===== src/rtl/utf8e_pkg.sv =====
`timescale 1ns / 1ps

package utf8e_pkg;

    localparam logic [7:0] HIGH_BIT   = 8'h80;
    localparam logic [7:0] ESC_CHAR   = 8'h5C;
    localparam logic [7:0] DIGIT_ZERO = 8'h30;
    localparam logic [7:0] CONT_LO    = 8'h80;
    localparam logic [7:0] CONT_HI    = 8'hBF;

    // Position inside a four-byte escape: backslash, then three octal digits.
    localparam logic [1:0] DIG_BSL = 2'd0;
    localparam logic [1:0] DIG_HI  = 2'd1;
    localparam logic [1:0] DIG_MID = 2'd2;
    localparam logic [1:0] DIG_LO  = 2'd3;

    typedef enum logic {
        ST_IDLE,
        ST_EMIT
    } state_t;

    typedef struct packed {
        logic load;
        logic emit;
    } cmd_t;

    typedef struct packed {
        logic pending;
        logic final_byte;
        logic out_free;
    } status_t;

    // Sequence length for a lead byte; 0 when the byte cannot lead.
    function automatic logic [2:0] lead_len(input logic [7:0] b);
        logic [2:0] len;
        len = 3'd0;
        if (b >= 8'hC2 && b <= 8'hDF) len = 3'd2;
        else if (b >= 8'hE0 && b <= 8'hEF) len = 3'd3;
        else if (b >= 8'hF0 && b <= 8'hF4) len = 3'd4;
        return len;
    endfunction

    // Allowed range of the second byte depends on the lead byte.
    function automatic logic second_ok(input logic [7:0] lead, input logic [7:0] b);
        logic [7:0] lo;
        logic [7:0] hi;
        lo = CONT_LO;
        hi = CONT_HI;
        if (lead == 8'hE0) lo = 8'hA0;
        else if (lead == 8'hED) hi = 8'h9F;
        else if (lead == 8'hF0) lo = 8'h90;
        else if (lead == 8'hF4) hi = 8'h8F;
        return (b >= lo) && (b <= hi);
    endfunction

endpackage


===== src/rtl/utf8e_ctrl.sv =====
`timescale 1ns / 1ps

module utf8e_ctrl
(
    input  logic                clk,
    input  logic                rst_n,
    input  logic                in_valid,
    output logic                in_stall,
    input  utf8e_pkg::status_t  status,
    output utf8e_pkg::cmd_t     cmd
);

    utf8e_pkg::state_t state_reg;
    utf8e_pkg::state_t state_next;

    always_ff @(posedge clk or negedge rst_n)
    begin
        if (!rst_n)
        begin
            state_reg <= utf8e_pkg::ST_IDLE;
        end
        else
        begin
            state_reg <= state_next;
        end
    end

    always_comb
    begin
        state_next = state_reg;
        case (state_reg)
            utf8e_pkg::ST_IDLE:
            begin
                if (in_valid)
                begin
                    state_next = utf8e_pkg::ST_EMIT;
                end
            end
            utf8e_pkg::ST_EMIT:
            begin
                if (!status.pending ||
                    (status.out_free && status.final_byte))
                begin
                    state_next = utf8e_pkg::ST_IDLE;
                end
            end
            default:
            begin
                state_next = utf8e_pkg::ST_IDLE;
            end
        endcase
    end

    always_comb
    begin
        cmd      = '0;
        in_stall = 1'b1;
        case (state_reg)
            utf8e_pkg::ST_IDLE:
            begin
                in_stall = 1'b0;
                cmd.load = in_valid;
            end
            utf8e_pkg::ST_EMIT:
            begin
                cmd.emit = status.pending && status.out_free;
            end
            default:
            begin
                in_stall = 1'b1;
            end
        endcase
    end

endmodule


===== src/rtl/utf8e_dp.sv =====
`timescale 1ns / 1ps

module utf8e_dp
(
    input  logic                clk,
    input  logic                rst_n,
    input  logic [7:0]          data_byte,
    input  logic                end_of_text,
    input  utf8e_pkg::cmd_t     cmd,
    output utf8e_pkg::status_t  status,
    output logic                out_valid,
    input  logic                out_stall,
    output logic [7:0]          out_char,
    output logic                run_last,
    output logic                text_last
);

    // Decoder state
    logic [7:0] held_reg [3];
    logic [7:0] held_next [3];
    logic [1:0] cnt_reg, cnt_next;
    logic [2:0] exp_reg, exp_next;

    // Emission plan: slots 0..2 are held bytes, slot 3 is the new byte
    logic [7:0] slot_byte_reg [4];
    logic [3:0] slot_vld_reg, slot_vld_next;
    logic [3:0] slot_esc_reg;
    logic [1:0] digit_reg, digit_next;
    logic       last_reg;

    logic [7:0] out_char_reg;
    logic       out_valid_reg, run_last_reg, text_last_reg;

    // Plan built at load
    logic [3:0] plan_vld, plan_esc;
    logic       cont_ok, complete, fresh;
    logic [2:0] len_b;

    always_comb
    begin
        held_next = held_reg;
        cnt_next  = cnt_reg;
        exp_next  = exp_reg;
        plan_vld  = 4'b0;
        plan_esc  = 4'b0;
        fresh     = 1'b0;
        len_b     = utf8e_pkg::lead_len(data_byte);
        if (cnt_reg == 2'd1)
        begin
            cont_ok = utf8e_pkg::second_ok(held_reg[0], data_byte);
        end
        else
        begin
            cont_ok = (data_byte >= utf8e_pkg::CONT_LO) && (data_byte <= utf8e_pkg::CONT_HI);
        end
        complete = (({1'b0, cnt_reg} + 3'd1) >= exp_reg);

        if (cnt_reg == 2'd0)
        begin
            fresh = 1'b1;
        end
        else if (!cont_ok)
        begin
            // bad continuation: escape everything held, restart on the new byte
            for (int i = 0; i < 3; i++)
            begin
                plan_vld[i] = (2'(i) < cnt_reg);
                plan_esc[i] = 1'b1;
            end
            cnt_next = 2'd0;
            exp_next = 3'd0;
            fresh    = 1'b1;
        end
        else if (complete)
        begin
            for (int i = 0; i < 3; i++)
            begin
                plan_vld[i] = (2'(i) < cnt_reg);
            end
            plan_vld[3] = 1'b1;
            cnt_next    = 2'd0;
            exp_next    = 3'd0;
        end
        else
        begin
            case (cnt_reg)
                2'd1:    held_next[1] = data_byte;
                2'd2:    held_next[2] = data_byte;
                default: held_next[0] = data_byte;
            endcase
            cnt_next = cnt_reg + 2'd1;
            if (end_of_text)
            begin
                // truncated sequence at end of text
                for (int i = 0; i < 3; i++)
                begin
                    plan_vld[i] = (2'(i) < cnt_reg);
                    plan_esc[i] = 1'b1;
                end
                plan_vld[3] = 1'b1;
                plan_esc[3] = 1'b1;
                cnt_next    = 2'd0;
                exp_next    = 3'd0;
            end
        end

        if (fresh)
        begin
            if (data_byte < utf8e_pkg::HIGH_BIT)
            begin
                plan_vld[3] = 1'b1;
            end
            else if (len_b == 3'd0 || end_of_text)
            begin
                plan_vld[3] = 1'b1;
                plan_esc[3] = 1'b1;
            end
            else
            begin
                held_next[0] = data_byte;
                cnt_next     = 2'd1;
                exp_next     = len_b;
            end
        end
    end

    // Current slot: lowest pending one
    logic [1:0] cur;
    logic [7:0] cur_byte;
    logic       cur_esc, slot_done;
    logic [3:0] rest;
    logic [7:0] emit_char;

    always_comb
    begin
        if (slot_vld_reg[0])      cur = 2'd0;
        else if (slot_vld_reg[1]) cur = 2'd1;
        else if (slot_vld_reg[2]) cur = 2'd2;
        else                      cur = 2'd3;
    end

    assign cur_byte  = slot_byte_reg[cur];
    assign cur_esc   = slot_esc_reg[cur];
    assign slot_done = !cur_esc || (digit_reg == utf8e_pkg::DIG_LO);
    assign rest      = slot_vld_reg & ~(4'b0001 << cur);

    always_comb
    begin
        if (!cur_esc)
        begin
            emit_char = cur_byte;
        end
        else
        begin
            case (digit_reg)
                utf8e_pkg::DIG_BSL: emit_char = utf8e_pkg::ESC_CHAR;
                utf8e_pkg::DIG_HI:  emit_char = utf8e_pkg::DIGIT_ZERO + {6'b0, cur_byte[7:6]};
                utf8e_pkg::DIG_MID: emit_char = utf8e_pkg::DIGIT_ZERO + {5'b0, cur_byte[5:3]};
                default:            emit_char = utf8e_pkg::DIGIT_ZERO + {5'b0, cur_byte[2:0]};
            endcase
        end
    end

    assign status.pending    = |slot_vld_reg;
    assign status.final_byte = slot_done && (rest == 4'b0);
    assign status.out_free   = !out_valid_reg || !out_stall;

    always_comb
    begin
        slot_vld_next = slot_vld_reg;
        digit_next    = digit_reg;
        if (cmd.load)
        begin
            slot_vld_next = plan_vld;
            digit_next    = utf8e_pkg::DIG_BSL;
        end
        else if (cmd.emit)
        begin
            if (slot_done)
            begin
                slot_vld_next = rest;
                digit_next    = utf8e_pkg::DIG_BSL;
            end
            else
            begin
                digit_next = digit_reg + 2'd1;
            end
        end
    end

    always_ff @(posedge clk or negedge rst_n)
    begin
        if (!rst_n)
        begin
            held_reg      <= '{default: 8'h00};
            cnt_reg       <= 2'd0;
            exp_reg       <= 3'd0;
            slot_vld_reg  <= 4'b0;
            digit_reg     <= utf8e_pkg::DIG_BSL;
            out_valid_reg <= 1'b0;
        end
        else
        begin
            slot_vld_reg <= slot_vld_next;
            digit_reg    <= digit_next;
            if (cmd.load)
            begin
                held_reg <= held_next;
                cnt_reg  <= cnt_next;
                exp_reg  <= exp_next;
            end
            if (cmd.emit)
            begin
                out_valid_reg <= 1'b1;
            end
            else if (!out_stall)
            begin
                out_valid_reg <= 1'b0;
            end
        end
    end

    always_ff @(posedge clk)
    begin
        if (cmd.load)
        begin
            slot_byte_reg[0] <= held_reg[0];
            slot_byte_reg[1] <= held_reg[1];
            slot_byte_reg[2] <= held_reg[2];
            slot_byte_reg[3] <= data_byte;
            slot_esc_reg     <= plan_esc;
            last_reg         <= end_of_text;
        end
        if (cmd.emit)
        begin
            out_char_reg  <= emit_char;
            run_last_reg  <= status.final_byte;
            text_last_reg <= status.final_byte && last_reg;
        end
    end

    assign out_valid = out_valid_reg;
    assign out_char  = out_char_reg;
    assign run_last  = run_last_reg;
    assign text_last = text_last_reg;

    a_no_load_while_pending: assert property (@(posedge clk) disable iff (!rst_n)
        cmd.load |-> !status.pending)
        else $error("load while plan outstanding");

    a_emit_needs_room: assert property (@(posedge clk) disable iff (!rst_n)
        cmd.emit |-> (status.pending && status.out_free))
        else $error("emit without pending byte or free output");

    a_held_consistent: assert property (@(posedge clk) disable iff (!rst_n)
        ((cnt_reg == 2'd0) == (exp_reg == 3'd0)) &&
        ((cnt_reg == 2'd0) || ({1'b0, cnt_reg} < exp_reg)))
        else $error("held count and expected length disagree");

    a_text_last_ends_run: assert property (@(posedge clk) disable iff (!rst_n)
        (out_valid_reg && text_last_reg) |-> run_last_reg)
        else $error("text_last without run_last");

endmodule


===== src/rtl/utf8_invalid_byte_escaper.sv =====
`timescale 1ns / 1ps
// Flow: an input transfer loads the emission plan; each emit then registers one
//   output byte into the output register, which raises out_valid.
// Throughput: one output byte per cycle while out_stall allows; an item costs the
//   load plus one emit per output byte, of which it has 0..16 (escapes cost 4 bytes
//   each). An item that produces nothing still passes through the emit state.
// Reset: rst_n asynchronous, active low; clears held sequence and output valid.

module utf8_invalid_byte_escaper
(
    input  logic       clk,
    input  logic       rst_n,
    // input channel
    input  logic       in_valid,
    output logic       in_stall,
    input  logic [7:0] data_byte,
    input  logic       end_of_text,
    // output channel
    output logic       out_valid,
    input  logic       out_stall,
    output logic [7:0] out_char,
    output logic       run_last,
    output logic       text_last
);

    // The controller takes one input transfer, then steps the datapath through
    // the emission plan built for it: held bytes first, then the new byte, each
    // either passed raw or expanded to a backslash and three octal digits.
    utf8e_pkg::cmd_t    cmd;
    utf8e_pkg::status_t status;

    utf8e_ctrl u_ctrl
    (
        .clk      (clk),
        .rst_n    (rst_n),
        .in_valid (in_valid),
        .in_stall (in_stall),
        .status   (status),
        .cmd      (cmd)
    );

    // Datapath: lead/continuation checks, held-byte registers, plan slots,
    // escape digit sequencer and the output register.
    utf8e_dp u_dp
    (
        .clk         (clk),
        .rst_n       (rst_n),
        .data_byte   (data_byte),
        .end_of_text (end_of_text),
        .cmd         (cmd),
        .status      (status),
        .out_valid   (out_valid),
        .out_stall   (out_stall),
        .out_char    (out_char),
        .run_last    (run_last),
        .text_last   (text_last)
    );

endmodule

===== config.mk =====
export PLATFORM = sky130hd
export DESIGN_NAME = utf8_invalid_byte_escaper
export DESIGN_NICKNAME = d
export VERILOG_FILES = /design/src/rtl/utf8e_pkg.sv /design/src/rtl/utf8e_ctrl.sv /design/src/rtl/utf8e_dp.sv /design/src/rtl/utf8_invalid_byte_escaper.sv
export SDC_FILE = /design/constraint.sdc
export NUM_CORES = 1
export LEC_CHECK = 0
export ABC_AREA = 0
export BUFFER_PORTS_ARGS = -buffer_cell sky130_fd_sc_hd__buf_2
export CAP_MARGIN = 20
export CORE_ASPECT_RATIO = 1.4
export CORE_MARGIN = 5
export CORE_UTILIZATION = 41
export DETAILED_ROUTE_END_ITERATION = 10
export SLEW_MARGIN = 25
export SYNTH_ARGS = -nofsm -noshare
export SYNTH_HDL_FRONTEND = slang
export SYNTH_SLANG_ARGS = --single-unit

===== constraint.sdc =====
create_clock -name clk -period 3.1 [get_ports clk]
set_clock_uncertainty 0.05 [all_clocks]
set_input_delay 0.465 -clock clk [delete_from_list [all_inputs] [get_ports clk]]
set_output_delay 0.465 -clock clk [all_outputs]
set_load 0.005 [all_outputs]

==> results of run 1 <==
## per-layer routing
metal,share of wire,GRT usage,up-vias,routed length (um)
met5,0,0,-,0
met4,0.018,0.0534,0,135
met3,0.026,0.0290,12,193
met2,0.52,0.243,39,3950
met1,0.43,0.168,1155,3260
li1,-,-,1163,-
## where the power goes
group | internal [uW] | leakage (uW) | switching, uW
registers | 1530 | 0.000927 | 155
clock network | 638 | 0.000153 | 455
logic | 475 | 0.000802 | 612
total | 2650 | 0.00188 | 1220
## cells by family after synthesis
family                   count (synthesis)  synth area share
adder cells (fa/ha/maj)                 17            0.0551
multiplexers                            36             0.107
flip-flops                              82             0.589
AO/OA/AOI/OAI                           53             0.105
AND/OR/NAND/NOR                         85             0.122
buffers and inverters                   21            0.0217
## synthesized netlist by cell type, drive strengths merged (3+ instances only)
cell / n / share of area
mux2: 24 / 0.076
ha: 17 / 0.055
nor2: 14 / 0.015
o31ai: 3 / 0.0094
mux2i: 12 / 0.031
and3: 4 / 0.0078
a21oi: 11 / 0.017
nand2: 21 / 0.020
o21ai: 11 / 0.014
and2: 7 / 0.011
dfrtp: 37 / 0.24
edfxtp: 45 / 0.35
nand2b: 6 / 0.0097
buf: 5 / 0.0062
a211oi: 4 / 0.0078
o211ai: 5 / 0.0097
inv: 14 / 0.014
nand3: 5 / 0.0065
nor2b: 8 / 0.013
nor3: 6 / 0.0078
nand4: 3 / 0.0065
## critical path, delay by kind of cell (launching register included)
kind / cells / cell delay, ns
simple gates: 6 / 1.38
fa+ha+maj: 1 / 0.23
flops: 1 / 0.40
mux: 1 / 0.38
compound gates: 1 / 0.36
## metrics by stage
| step | instance area, sq um | setup WS, ns | power (uW) |
|---|---|---|---|
| 6_report | 4470 | 0.194 | 3870 |
| 5_1_grt | 4470 | 0.0601 | 4100 |
| 4_1_cts | 4440 | 0.194 | 3900 |
| 3_5_place_dp | 4140 | 0.202 | 2800 |
| 3_3_place_gp | 4140 | 0.270 | 2780 |
| 2_1_floorplan | 3860 | 0.503 | 2460 |
## how the worst max path moves through the flow
stage,end
2_1_floorplan,u_dp.held_reg[16]
6_report,u_dp.held_reg[12]
3_3_place_gp,u_dp.held_reg[10]
4_1_cts,u_dp.held_reg[13]
5_1_grt,u_dp.held_reg[13]
3_5_place_dp,u_dp.held_reg[13]
## area by class of cell
type	count	area (sq um)	area share
Clock buffer	9	225	0.0504
Clock inverter	7	81.3	0.0182
Multi-Input combinational cell	191	1500	0.336
Tap cell	110	138	0.0308
Timing Repair Buffer	31	193	0.0431
Inverter	14	52.6	0.0118
Sequential cell	82	2280	0.510
==> results.tsv, run 1 <==
stage	metric	value	unit
status	outcome	finished, final reports clean	
setup_path	Register-to-Register Path Depth	9	
route	DRC Markers	0	
finish	final core occ	0.478	
finish	share of post-route cells with drive strength above 1	0.249	
setup_path	WS Path Type	reg2reg	
sta	Rel. slew slack	0.674	
setup_path	startpoint types	flip-flop	
setup_path	Worst R2R Setup Slack	0.19	ns
setup_path	CP Cell Sequence	nand4b_1 > nor3_1 > and3_1 > ha_1 > and3b_2 > a221o_1 > and3_4 > nand4_2 > mux2_2	
setup_path	critical path's slowest cell	dfrtp_1	
route	via count	2369	
global_routing	Congestion Overflow GR	0	
logic_synthesis	sequential fraction of the synthesis area	0.589	
logic_synthesis	Yosys reg bits	82	
global_routing	largest net degree at the start of global routing	40	
clock_network	worst-case clock buffer depth	2	
clock_network	TritonCTS sink count	82	
floorplan	Chip Height	125	um
finish	Largest register FFs	32	
power_and_ir_drop	VDD IR max	0.356	mV
logic_synthesis	Post-synth EDFFs	45	
finish	nets	359	
setup_path	RR Endpoint	u_dp.held_reg[12]	
min_path	Hold Path Class	in2async	
logic_synthesis	asr flop ratio synth	0.451	
sta	Max Transition Viols Final	0	
power_and_ir_drop	Leak	0.00188	uW
sta	RSZ-0062 raised after global routing	false	
logic_synthesis	Mapped Cells	294	
logic_synthesis	Mapped Nets	324	
global_routing	GRT Util Overall	0.140	
floorplan	Core Box Area	9350	sq um
sta	worst hold slack	0.0321	ns
floorplan	I/O pins	25	
sta	fin crit share	0.937	
floorplan	Site Rows	42	
clock_network	CTS tree	yes	
power_and_ir_drop	Pwr Density	866	nW/um^2
logic_synthesis	synth warn	0	
setup_path	CP required	3.27	ns
place	Port Buffers	24	
logic_synthesis	Post-Syn Area	3860	sq um
clock_network	post-CTS sizing	0	
floorplan	Die W	92.0	um
route	Routed wire per std cell	17.0	um
finish	most frequent cells in the layout	edfxtp_1, dfrtp_1, buf_2, nand2_1, mux2_2	
sta	FMAX	344	MHz
clock_network	clock slew at the register clock pins of the worst setup and hold paths	0.06	ns
finish	antenna cells	0	
route	Total Routed Length	7540	um
setup_path	CP endpoint kind	flip-flop	
logic_synthesis	dominant synthesized flop cell	edfxtp_1	
finish	post-route non-filler standard cell count	444	
clock_network	total CTS buffers	9	
route	initial DRC count	91	
floorplan	Die ar.	11500	sq um
place	cell count after placement	427	
global_routing	initial antenna violation count	0	
setup_path	FF-to-FF Start	u_dp.held_reg[17]	
place	GP Congestion	0.768	
flow_run	max-cap violations	0	
global_routing	vias in the first global route	2423	
logic_synthesis	library cells used by synthesis	50	
clock_network	H-tree levels	3	
place	DP Wirelength	5330	um
route	Detail Route Antenna Nets	0	
logic_synthesis	Avg Inst Size Synth	13.1	sq um
setup_path	Arr. time, crit path	3.08	ns
setup_path	largest stage delay on the critical path	0.40	ns
clock_network	Worst-Skew Late Latency	0.34	ns
sta	Hold Vio Cnt, Final	0	
sta	Worst-Margin Slew	0.488	ns
finish	Area Growth Syn to Fin	15.7	%
clock_network	hold bufs inserted after CTS	0	
finish	most common cell after layout, fill and taps aside	edfxtp_1	
clock_network	Post-CTS Setup Bufs	0	
sta	final worst path period need	2.91	ns
finish	Fillers	862	
clock_network	clock root buffer	clkbuf_16	
setup_path	Worst Setup SP	u_dp.held_reg[17]	
global_routing	global-route wire length before repair	12400	um
floorplan	Initial Util	0.413	
sta	setup violators final	0	
route	Vias per Instance	5.34	
route	Initial DRT Pass Iterations	4	
setup_path	crit path max fanout	8	
sta	Setup TNS Final	0	ns
(Power assumes the default switching activity.)
==> run 2: changes to the inputs <==
--- a/config.mk
+++ b/config.mk
@@ -8,10 +8,12 @@
 export ABC_AREA = 0
 export BUFFER_PORTS_ARGS = -buffer_cell sky130_fd_sc_hd__buf_2
 export CAP_MARGIN = 20
+export CELL_PAD_IN_SITES_DETAIL_PLACEMENT = 1
+export CELL_PAD_IN_SITES_GLOBAL_PLACEMENT = 2
 export CORE_ASPECT_RATIO = 1.4
-export CORE_MARGIN = 5
 export CORE_UTILIZATION = 41
 export DETAILED_ROUTE_END_ITERATION = 10
+export PLACE_DENSITY_LB_ADDON = 0.1
 export SLEW_MARGIN = 25
 export SYNTH_ARGS = -nofsm -noshare
 export SYNTH_HDL_FRONTEND = slang
==> results.tsv, run 2 (synthesis gave the netlist of run 1 again) <==
stage	metric	value	unit
setup_path	WS Path Type	reg2reg	
route	Total Routed Length	8330	um
finish	most frequent cells in the layout	edfxtp_1, dfrtp_1, buf_2, nand2_1, mux2_2	
power_and_ir_drop	Leak	0.00186	uW
global_routing	GRT Util Overall	0.190	
finish	Finished Cell Area	4440	sq um
finish	antenna cells	0	
sta	Worst-Margin Slew	0.882	ns
floorplan	Chip Height	117	um
floorplan	I/O pins	25	
setup_path	CP Cell Sequence	nand4b_1 > nor3_1 > and3_1 > ha_1 > and3b_2 > a221o_1 > and3_4 > nand4_2 > mux2_2	
setup_path	Buf/Inv on CP	0	
finish	Largest register FFs	32	
power_and_ir_drop	Pwr Density	879	nW/um^2
sta	final worst path period need	2.81	ns
global_routing	global-route wire length before repair	13800	um
power_and_ir_drop	Tot Pwr	3900	uW
floorplan	Initial Util	0.426	
clock_network	H-tree levels	3	
finish	nets	358	
place	GP Congestion	0.790	
finish	Area Growth Syn to Fin	14.9	%
finish	final core occ	0.489	
global_routing	initial antenna violation count	0	
setup_path	CP endpoint kind	flip-flop	
clock_network	CTS tree	yes	
global_routing	Congestion Overflow GR	0	
min_path	Hold Path Class	in2async	
setup_path	RR Endpoint	u_dp.held_reg[13]	
clock_network	Post-CTS Setup Bufs	0	
power_and_ir_drop	VDD IR max	0.340	mV
setup_path	CP top delay family	simple AND/OR/NAND/NOR gates	
route	Vias per Instance	5.43	
global_routing	vias in the first global route	2547	
setup_path	Arr. time, crit path	2.98	ns
sta	FMAX	356	MHz
floorplan	Core Box Area	9080	sq um
floorplan	Die W	84.0	um
sta	Hold Vio Cnt, Final	0	
sta	Rel. slew slack	0.412	
setup_path	largest stage delay on the critical path	0.39	ns
clock_network	TritonCTS sink count	82	
route	Initial DRT Pass Iterations	7	
sta	Setup TNS Final	0	ns
setup_path	FF-to-FF Start	u_dp.held_reg[17]	
place	Port Buffers	24	
sta	setup violators final	0	
route	initial DRC count	116	
finish	share of post-route cells with drive strength above 1	0.246	
clock_network	hold bufs inserted after CTS	0	
clock_network	post-CTS sizing	0	
clock_network	Worst-Skew Late Latency	0.34	ns
sta	RSZ-0062 raised after global routing	false	
route	DRC Markers	4	
finish	most common cell after layout, fill and taps aside	edfxtp_1	
clock_network	total CTS buffers	9	
route	via count	2390	
clock_network	worst-case clock buffer depth	2	
setup_path	critical path's slowest cell	dfrtp_1	
route	Detail Route Antenna Nets	0	
finish	Fillers	942	
status	outcome	finished, violations left	
setup_path	CP required	3.27	ns
setup_path	Worst Setup SP	u_dp.held_reg[17]	
place	placed inst area	4130	sq um
setup_path	crit path max fanout	8	
sta	fin crit share	0.906	
setup_path	startpoint types	flip-flop	
setup_path	Register-to-Register Path Depth	9	
place	DP Wirelength	6050	um
floorplan	Die ar.	9820	sq um
clock_network	clock slew at the register clock pins of the worst setup and hold paths	0.07	ns
status	failing checks	DRC	
global_routing	largest net degree at the start of global routing	40	
clock_network	clock root buffer	clkbuf_16	
finish	post-route non-filler standard cell count	440	
flow_run	max-cap violations	0	
place	cell count after placement	424	
sta	Max Transition Viols Final	0	
setup_path	Worst R2R Setup Slack	0.29	ns
route	Routed wire per std cell	18.9	um
floorplan	Site Rows	41	
[run 2: cell count changes in the layout (fill, tap and decap cells not counted)]
| cell | previous run | this run |
|---|---|---|
| clkinvlp_4 | 0 | 1 |
| buf_16 | 1 | 0 |
| clkinv_2 | 1 | 0 |
[run 2: layout make-up]
cell class              instances  area, sq um  area share
flip-flops and latches         82         2280       0.513
inverters                      14         52.6      0.0118
clock inverters                 7         83.8      0.0189
multi-input cells             191         1500       0.338
repair buffers                 30          165      0.0372
well taps                     107          134      0.0301
clock buffers                   9          225      0.0507
[run 2: report_power, final]
part / switching, uW / total (uW) / leakage, uW / internal [uW]
combinational: 631 / 1100 / 0.000788 / 467
clock: 465 / 1100 / 0.000149 / 640
sequential: 168 / 1700 / 0.000927 / 1530
[run 2: routing by layer]
layer | vias to the layer above | track usage | share of wire
li1 | 1167 | - | -
met1 | 1186 | 0.230 | 0.44
met2 | 27 | 0.339 | 0.52
met3 | 10 | 0.0337 | 0.021
met4 | 0 | 0.0747 | 0.017
met5 | - | 0 | 0
[run 2: how the worst max path moves through the flow]
stage / endpoint / slack [ns] / cells after the start
floorplan: u_dp.held_reg[16] / 0.50 / 9
global placement: u_dp.held_reg[16] / 0.39 / 9
detailed placement: u_dp.held_reg[13] / 0.31 / 9
CTS: u_dp.held_reg[12] / 0.29 / 9
global route: u_dp.held_reg[1] / 0.11 / 11
finish: u_dp.held_reg[13] / 0.29 / 9
[run 2: through the flow]
| step | hold slack (ns) | worst slack, ns |
|---|---|---|
| after global placement | 0.377 | 0.392 |
| final | 0.195 | 0.293 |
| after floorplan | 0.119 | 0.503 |
| after detailed placement | 0.378 | 0.305 |
| after global routing | 0.277 | 0.114 |
| after CTS | 0.245 | 0.291 |
